**src/hw/rtl/pida_pkg.sv**
```systemverilog
// ----------------------------------------------------------------------------
// Positional insert/delete array package
// Shared widths, codes and transfer types for the array block.
// ----------------------------------------------------------------------------
`timescale 1ns / 1ps

package pida_pkg;

  localparam int CAPACITY = 64;
  localparam int ADDR_W   = $clog2(CAPACITY);
  localparam int CNT_W    = $clog2(CAPACITY + 1);

  localparam int OP_W     = 2;
  localparam int POS_W    = 7;
  localparam int ELEM_W   = 32;
  localparam int IDX_W    = 6;
  localparam int STAT_W   = 2;
  localparam int CNTO_W   = 7;

  localparam int CMP_W    = (CNT_W > POS_W) ? CNT_W : POS_W;

  localparam int IN_DATA_W  = ((POS_W + ELEM_W + 7) / 8) * 8;
  localparam int OUT_DATA_W = ((ELEM_W + IDX_W + STAT_W + CNTO_W + 7) / 8) * 8;

  typedef enum logic [OP_W-1:0] {
    OP_INSERT   = 2'd0,
    OP_DELETE   = 2'd1,
    OP_TRAVERSE = 2'd2,
    OP_NONE     = 2'd3
  } op_t;

  typedef enum logic [STAT_W-1:0] {
    ST_OK     = 2'd0,
    ST_BADPOS = 2'd1,
    ST_FULL   = 2'd2,
    ST_EMPTY  = 2'd3
  } status_t;

  typedef struct packed {
    op_t                     op;
    logic [POS_W-1:0]        position;
    logic signed [ELEM_W-1:0] element;
  } request_t;

  typedef struct packed {
    logic signed [ELEM_W-1:0] element;
    logic [IDX_W-1:0]        index;
    status_t                 status;
    logic [CNTO_W-1:0]       count;
    logic                    last;
  } result_t;

endpackage

```
**src/hw/rtl/pida_core.sv**
```systemverilog
// ----------------------------------------------------------------------------
// Positional insert/delete array sequencer
// Element memory (one write, one registered read port), moved one element
// per cycle by a small sequencer: inserts, deletes, traverses while res_ready.
// ----------------------------------------------------------------------------
`timescale 1ns / 1ps

module pida_core (
  input  logic                clk,
  input  logic                rst_n,
  input  logic                req_valid,
  output logic                req_ready,
  input  pida_pkg::request_t  req,
  output logic                res_valid,
  input  logic                res_ready,
  output pida_pkg::result_t   res
);
  import pida_pkg::*;

  typedef enum logic [5:0] {
    S_IDLE  = 6'b000001,
    S_SHINS = 6'b000010,
    S_PUT   = 6'b000100,
    S_SHDEL = 6'b001000,
    S_TRAV  = 6'b010000,
    S_RESP  = 6'b100000
  } state_t;

  state_t                   state_r, state_nxt;
  logic [CNT_W-1:0]         count_r, count_nxt;
  logic [CNT_W-1:0]         idx_r, idx_nxt;
  logic [CNT_W-1:0]         pos_r, pos_nxt;
  logic signed [ELEM_W-1:0] val_r, val_nxt;
  status_t                  status_r, status_nxt;

  logic signed [ELEM_W-1:0] mem [CAPACITY];
  logic signed [ELEM_W-1:0] rdata_r;
  logic                     we, re;
  logic [ADDR_W-1:0]        waddr, raddr;
  logic signed [ELEM_W-1:0] wdata;

  logic [CMP_W-1:0]         req_pos, cur_cnt;

  always_ff @(posedge clk) begin
    if (we) begin
      mem[waddr] <= wdata;
    end
    if (re) begin
      rdata_r <= mem[raddr];
    end
  end

  assign req_pos = CMP_W'(req.position);
  assign cur_cnt = CMP_W'(count_r);

  always_comb begin
    state_nxt  = state_r;
    count_nxt  = count_r;
    idx_nxt    = idx_r;
    pos_nxt    = pos_r;
    val_nxt    = val_r;
    status_nxt = status_r;
    we         = 1'b0;
    re         = 1'b0;
    waddr      = ADDR_W'(idx_r);
    raddr      = ADDR_W'(idx_r);
    wdata      = rdata_r;
    case (state_r)
      S_IDLE: begin
        if (req_valid) begin
          pos_nxt    = CNT_W'(req.position);
          val_nxt    = req.element;
          status_nxt = ST_OK;
          state_nxt  = S_RESP;
          case (req.op)
            OP_INSERT: begin
              if (req_pos > cur_cnt) begin
                status_nxt = ST_BADPOS;
              end else if (count_r == CNT_W'(CAPACITY)) begin
                status_nxt = ST_FULL;
              end else if (req_pos == cur_cnt) begin
                state_nxt = S_PUT;
              end else begin
                re        = 1'b1;
                raddr     = ADDR_W'(count_r - CNT_W'(1));
                idx_nxt   = count_r;
                state_nxt = S_SHINS;
              end
            end
            OP_DELETE: begin
              if (req_pos >= cur_cnt) begin
                status_nxt = ST_BADPOS;
              end else if (req_pos + CMP_W'(1) < cur_cnt) begin
                re        = 1'b1;
                raddr     = ADDR_W'(req_pos + CMP_W'(1));
                idx_nxt   = CNT_W'(req.position);
                state_nxt = S_SHDEL;
              end else begin
                count_nxt = count_r - CNT_W'(1);
              end
            end
            OP_TRAVERSE: begin
              if (count_r == '0) begin
                status_nxt = ST_EMPTY;
              end else begin
                re        = 1'b1;
                raddr     = '0;
                idx_nxt   = '0;
                state_nxt = S_TRAV;
              end
            end
            default: begin
              status_nxt = ST_OK;
            end
          endcase
        end
      end
      S_SHINS: begin
        we = 1'b1;
        if (idx_r > pos_r + CNT_W'(1)) begin
          re      = 1'b1;
          raddr   = ADDR_W'(idx_r - CNT_W'(2));
          idx_nxt = idx_r - CNT_W'(1);
        end else begin
          state_nxt = S_PUT;
        end
      end
      S_PUT: begin
        we        = 1'b1;
        waddr     = ADDR_W'(pos_r);
        wdata     = val_r;
        count_nxt = count_r + CNT_W'(1);
        state_nxt = S_RESP;
      end
      S_SHDEL: begin
        we = 1'b1;
        if ((CMP_W + 1)'(idx_r) + (CMP_W + 1)'(2) < (CMP_W + 1)'(count_r)) begin
          re      = 1'b1;
          raddr   = ADDR_W'(idx_r + CNT_W'(2));
          idx_nxt = idx_r + CNT_W'(1);
        end else begin
          count_nxt = count_r - CNT_W'(1);
          state_nxt = S_RESP;
        end
      end
      S_TRAV: begin
        if (res_ready) begin
          if (idx_r + CNT_W'(1) == count_r) begin
            state_nxt = S_IDLE;
          end else begin
            re      = 1'b1;
            raddr   = ADDR_W'(idx_r + CNT_W'(1));
            idx_nxt = idx_r + CNT_W'(1);
          end
        end
      end
      S_RESP: begin
        if (res_ready) begin
          state_nxt = S_IDLE;
        end
      end
      default: begin
        state_nxt = S_IDLE;
      end
    endcase
  end

  always_ff @(posedge clk) begin
    if (!rst_n) begin
      state_r <= S_IDLE;
      count_r <= '0;
    end else begin
      state_r <= state_nxt;
      count_r <= count_nxt;
    end
    idx_r    <= idx_nxt;
    pos_r    <= pos_nxt;
    val_r    <= val_nxt;
    status_r <= status_nxt;
  end

  assign req_ready = (state_r == S_IDLE);
  assign res_valid = (state_r == S_TRAV) || (state_r == S_RESP);

  always_comb begin
    res.count = CNTO_W'(count_r);
    if (state_r == S_TRAV) begin
      res.element = rdata_r;
      res.index   = IDX_W'(idx_r);
      res.status  = ST_OK;
      res.last    = (idx_r + CNT_W'(1) == count_r);
    end else begin
      res.element = '0;
      res.index   = '0;
      res.status  = status_r;
      res.last    = 1'b1;
    end
  end

endmodule

```
**src/hw/rtl/positional_insert_delete_array.sv**
```systemverilog
// ----------------------------------------------------------------------------
// Positional insert/delete array
// Ordered array of signed elements with insert, delete and traverse by
// position, behind stream channels with a registered result stage.
// ----------------------------------------------------------------------------
//   Channel  Direction  tdata (low bit up)                        tuser  tlast
//   in_      slave      position, element_in                      op     -
//   out_     master     element_out, element_index, status, count -      last
//
// Insert at position p shifts the stored elements from p up one place and
// then writes the new element; delete shifts the elements above p down one
// place. The single memory write port moves one element a cycle. Error and
// op 3 results skip the shifts. A traverse reads the elements in order from
// 0, each as the output takes the one before. Reset empties the array at
// once; memory contents are not cleared. A stalled out_ channel holds the
// result register and pauses the sequencer in its result and traverse states.
// ----------------------------------------------------------------------------
`timescale 1ns / 1ps

module positional_insert_delete_array (
  input  logic                                 clk,
  input  logic                                 rst_n,
  input  logic                                 in_tvalid,
  output logic                                 in_tready,
  // position [6:0], element_in [38:7]
  input  logic [pida_pkg::IN_DATA_W-1:0]       in_tdata,
  // op [1:0]
  input  logic [pida_pkg::OP_W-1:0]            in_tuser,
  output logic                                 out_tvalid,
  input  logic                                 out_tready,
  // element_out [31:0], element_index [37:32], status [39:38], count_out [46:40]
  output logic [pida_pkg::OUT_DATA_W-1:0]      out_tdata,
  output logic                                 out_tlast
);
  import pida_pkg::*;

  request_t req;
  result_t  res;
  result_t  res_r;
  logic     res_valid, res_ready;
  logic     out_valid_r;

  assign req.op       = op_t'(in_tuser);
  assign req.position = in_tdata[POS_W-1:0];
  assign req.element  = in_tdata[POS_W+ELEM_W-1:POS_W];

  pida_core u_core (
    .clk       (clk),
    .rst_n     (rst_n),
    .req_valid (in_tvalid),
    .req_ready (in_tready),
    .req       (req),
    .res_valid (res_valid),
    .res_ready (res_ready),
    .res       (res)
  );

  assign res_ready = !out_valid_r || out_tready;

  always_ff @(posedge clk) begin
    if (!rst_n) begin
      out_valid_r <= 1'b0;
    end else if (res_ready) begin
      out_valid_r <= res_valid;
    end
    if (res_ready && res_valid) begin
      res_r <= res;
    end
  end

  assign out_tvalid = out_valid_r;
  assign out_tlast  = res_r.last;
  assign out_tdata  = OUT_DATA_W'({res_r.count, res_r.status, res_r.index, res_r.element});

endmodule

```
**config.mk**
```make
export PLATFORM = sky130hd
export DESIGN_NAME = positional_insert_delete_array
export DESIGN_NICKNAME = d
export VERILOG_FILES = /design/src/hw/rtl/pida_pkg.sv /design/src/hw/rtl/pida_core.sv /design/src/hw/rtl/positional_insert_delete_array.sv
export SDC_FILE = /design/constraint.sdc
export NUM_CORES = 2
export LEC_CHECK = 0
export BUFFER_PORTS_ARGS = -buffer_cell sky130_fd_sc_hd__buf_2
export CAP_MARGIN = 20
export CORE_AREA = 5 5 388 390
export CTS_BUF_LIST = sky130_fd_sc_hd__clkbuf_4
export CTS_CLUSTER_SIZE = 12
export DETAILED_ROUTE_END_ITERATION = 8
export DIE_AREA = 0 0 393 395
export PLACE_DENSITY_LB_ADDON = 0.15
export SKIP_LAST_GASP = 1
export SYNTH_ARGS = -nofsm -noshare
export SYNTH_HDL_FRONTEND = slang
export SYNTH_SLANG_ARGS = --single-unit
```
**constraint.sdc**
```tcl
create_clock -name clk -period 13.5 [get_ports clk]
set_clock_uncertainty 0.05 [all_clocks]
set_input_delay 2.7 -clock clk [delete_from_list [all_inputs] [get_ports clk]]
set_output_delay 2.7 -clock clk [all_outputs]
set_load 0.01 [all_outputs]
```
==> impl_summary.txt <==
----------------------------------------------------
[Worst setup path]
  Reg2Reg Capture Point ... u_core.rdata_r[16]
  Timing startpoint of the critical path ... in_tdata[0]
  R2r worst-path depth ... 15
  Required time at the worst-slack endpoint ... 14.34 ns
  Cell-by-cell trace of the critical path ... buf_2, ha_1, nand3_1, nor2_1, xor2_1, ha_1, a21oi_1, o21ai_0, nor2_1, a21boi_1, o31ai_1, a32o_4, nand2_8, buf_12, a2111oi_0, a211oi_1, o22ai_1, o22ai_1
  Register-to-register setup slack ... 6.20 ns
  Critical path class ... input pin to flip-flop
  Highest fanout seen on the critical path ... 148
  Endpoint kind of the worst setup timing path ... flip-flop
  Delay of the slowest cell on the worst path ... 0.67 ns
  Data arrival time of the critical path ... 8.88 ns
  Setup crit end ... u_core.rdata_r[16]
  Critical Path Start Type ... input pin
  Slowest cell on crit path ... o22ai_1
  Source of the worst register-to-register timing path ... u_core.idx_r[2]

[Clocking]
  Clock root buffer master ... clkbuf_4
  Number of setup buffers added after CTS ... 0
  CTS Buf Count ... 572
  Clock transition at path regs ... approximately 0.06 ns
  Number of H-tree levels ... 6
  # clock sinks ... 2,190
  Deepest clock path buffer count ... 4
  Number of gates resized after cts ... 0
  Insertion delay to the later sink of the worst-skew pair ... between 1 and 1.5 ns
  TritonCTS clock tree ... yes
  Hold bufs inserted after CTS ... 0

[Synth]
  Sequential element share of the synthesized area ... 0.752
  Top post-synthesis cells by area ... edfxtp_1 75%, mux4_2 7.4%, nand2_1 2.0%, nand3_1 1.7%, a211oi_1 1.4%
  Cell type with the highest aggregate area in the netlist ... edfxtp_1
  Area share of the largest cell type after synthesis ... 0.749
  Post-synth EDFFs ... 2,176
  Post-synthesis average cell area ... 17.2 µm²
  Total of flip-flops plus latches after synthesis ... 2,190
  Top flip-flop cell by instance count after synthesis ... edfxtp_1
  Synthesized area ... 87,300 µm²
  Netlist cell types ... 89
  Post-synthesis cell count ... between 5,000 and 6,000
  Syn Nets ... 5,167
  Ys async rst share ... 0
  Number of warnings reported in the yosys synthesis log ... 0

[Detailed routing]
  Post-detailed-route via-to-cell ratio ... around 6.6
  Routed via count ... ~52,000
  Count of TritonRoute iterations in the first routing pass ... 9
  Drc violations ... 0
  Post-DR wirelength/cell ... 30.1 µm
  Total wirelength of the detailed-routed design ... 236,000 µm
  Number of nets with antenna violations after routing ... 0
  Drt first-iter violations ... around 6,700

[Global routing]
  Number of global-route vias before repair ... 51,100
  Overall routing resource usage ... 0.304
  Overflow after GRT ... 0
  Pin count of the biggest net entering global routing ... around 150
  First-pass GRT wire length ... 341,000 µm
  Number of antenna violations at the first check in global routing ... 11

[Floorplanning]
  Initial core utilization ... 0.595
  Area of the placeable core ... 147,000 µm²
  Num ports ... slightly below 100
  Placement Rows ... 141
  Die Outline Area ... 155,000 µm²
  Die Ht ... 395 µm
  Die Wd ... just under 400 µm

[Placed design]
  Port Buffer Count ... 94
  HPWL after detailed placement ... ~120,000 µm
  Placed Cells incl. Taps ... 6,892
  DP Area ... 90,400 µm²
  GP Congestion ... roughly 0.88

[Cells and area]
  Area of combinational cells with multiple inputs ... between 20,000 and 25,000 µm²
  Net total in the final layout ... between 5,000 and 6,000
  Fraction of layout instances using a drive strength above 1 ... 0.263
  Leading cell types in the layout, fill and taps excluded ... 2,176 x edfxtp_1, 814 x clkbuf_4, 427 x nand2_1, 287 x mux4_2, 285 x nand3_1
  Summed area of non-filler cells in the final layout ... 97,300 µm²
  Most frequent standard cell in the layout excluding fill and tap cells ... edfxtp_1
  FF/Latch Area ... 65,600 µm²
  Fill cells ... 10,100
  Layout overhead on the synthesized area ... 11.5%
  Non-filler instance count after layout ... between 7,000 and 8,000

[STA]
  Top achievable clock speed ... 124 MHz
  Number of pins with negative max-slew slack in the final report ... 0
  Crit share post-route ... 0.596
  Worst Max-Slew Pin Slew ... 1.24 ns
  RSZ-0062 raised after global routing ... false
  Min Tclk post-route ... a little over 8 ns
  Setup Total Neg Slack ... 0 ns
  Final hold violation count ... 0
  Tightest slew margin relative to the limit ... 0.170
  Final setup vio count ... 0

[Job]
  MaxCap Viol Count ... 0

[Run status]
  Run status ... completed

[Power and ir drop]
  Power Density ... 175 nW/µm²
  Leakage power figure ... 0.0322 µW
  Largest voltage drop on the vdd net ... 0.117 mV

[Hold path]
  Hold Path Class ... flip-flop to flip-flop

----------------------------------------------------
-- flip-flops by register name, indices dropped and copies added, names as in the netlist, 2 cells and up --
| signal | count |
|---|---|
| u_core.idx_r | 7 |
| out_tdata | 47 |
| u_core.count_r | 7 |
| u_core.mem | 2048 |
| u_core.state_r | 6 |
| u_core.status_r | 2 |
| u_core.pos_r | 7 |
| u_core.val_r | 32 |
| u_core.rdata_r | 32 |
-- stage by stage --
step / worst slack (ns) / hold slack (ns) / power, µW / utilization
3_3_place_gp: 4.54 / 0.469 / 11500 / 0.616
6_report: 5.46 / 0.503 / 17000 / 0.663
3_5_place_dp: 4.49 / 0.488 / 11600 / 0.616
5_1_grt: 5.36 / 0.526 / 17700 / 0.663
4_1_cts: 5.88 / 0.507 / 17100 / 0.663
2_1_floorplan: 7.01 / 0.353 / 10200 / -
-- worst min path at each step --
stage	start	to	slack, ns	cells after the start
after floorplan	u_core.count_r[3]	out_tdata[43]	0.35	0
after global placement	u_core.status_r[1]	out_tdata[39]	0.47	1
after detailed placement	u_core.status_r[1]	out_tdata[39]	0.49	1
after CTS	u_core.rdata_r[0]	out_tdata[0]	0.51	1
after global routing	u_core.status_r[1]	out_tdata[39]	0.53	1
final	u_core.status_r[1]	out_tdata[39]	0.50	1
-- synth_stat cells, drive strengths merged (3+ instances only) --
cell type  instances
o31ai              4
o211ai             4
o221a             24
nand3b             6
or4               32
nand2b            13
o21bai            11
nor2b             10
a311oi           126
buf              163
nor3               8
nor4b              3
a22oi              3
mux2i              4
dfxtp             14
edfxtp          2176
o22ai            158
and3             196
and2              48
a211oi           171
o22a              13
nand4             20
nand3            291
a21o              26
xnor2             19
a211o              6
or4b              20
a31oi              5
clkbuf           207
or3                4
mux4             287
ha                41
nor3b              5
o21a              12
a21oi             56
a21boi             7
inv               19
nor2             104
a2111oi           44
xor2              13
o21ai            199
o221ai             6
nand2            463
a221oi             3
or2                5
-- area by class of cell --
| cell class | instances | share of cell area |
|---|---|---|
| Clock inverter | 119 | 0.00811 |
| Antenna cell | 10 | 0.000257 |
| Timing Repair Buffer | 253 | 0.0185 |
| Inverter | 20 | 0.000771 |
| Sequential cell | 2190 | 0.674 |
| Clock buffer | 814 | 0.0628 |
| Multi-Input combinational cell | 2500 | 0.211 |
| Tap cell | 1930 | 0.0248 |
-- where the power goes --
part	switching (µW)	internal (µW)	leakage, µW
Clock	2550	2980	0.00415
Combinational	2610	1240	0.00833
Sequential	56.1	7580	0.0198
-- cell families (layout without fill, tap and decap cells) --
logic type / Yosys count / in the layout / synth area share
and+or+nand+nor: 1236 / 1236 / 0.0707
other: 1 / 11 / 0.0000430
DFF: 2190 / 2190 / 0.752
buffers and inverters: 390 / 1206 / 0.0212
adders and majority gates: 41 / 41 / 0.00588
muxes: 292 / 292 / 0.0746
xor gates and xnor gates: 33 / 33 / 0.00348
AOI/OAI and AO/OA: 897 / 897 / 0.0723
-- metal layers --
layer	wire length [µm]	up-vias	share of wire	global-route usage
li1	-	21900	-	-
met1	89500	26200	0.38	0.431
met2	107000	3355	0.46	0.448
met3	28600	479	0.12	0.0791
met4	10500	2	0.045	0.141
met5	12	-	0.000051	0
-- worst max-delay path: cells and delay by family --
kind	cells	cell delay, ns
buffers and inverters	2	0.58
AO/OA/AOI/OAI	9	3.72
XOR/XNOR	1	0.17
AND/OR/NAND/NOR	4	0.98
adder cells (fa/ha/maj)	2	0.49
(Power assumes the default switching activity.)
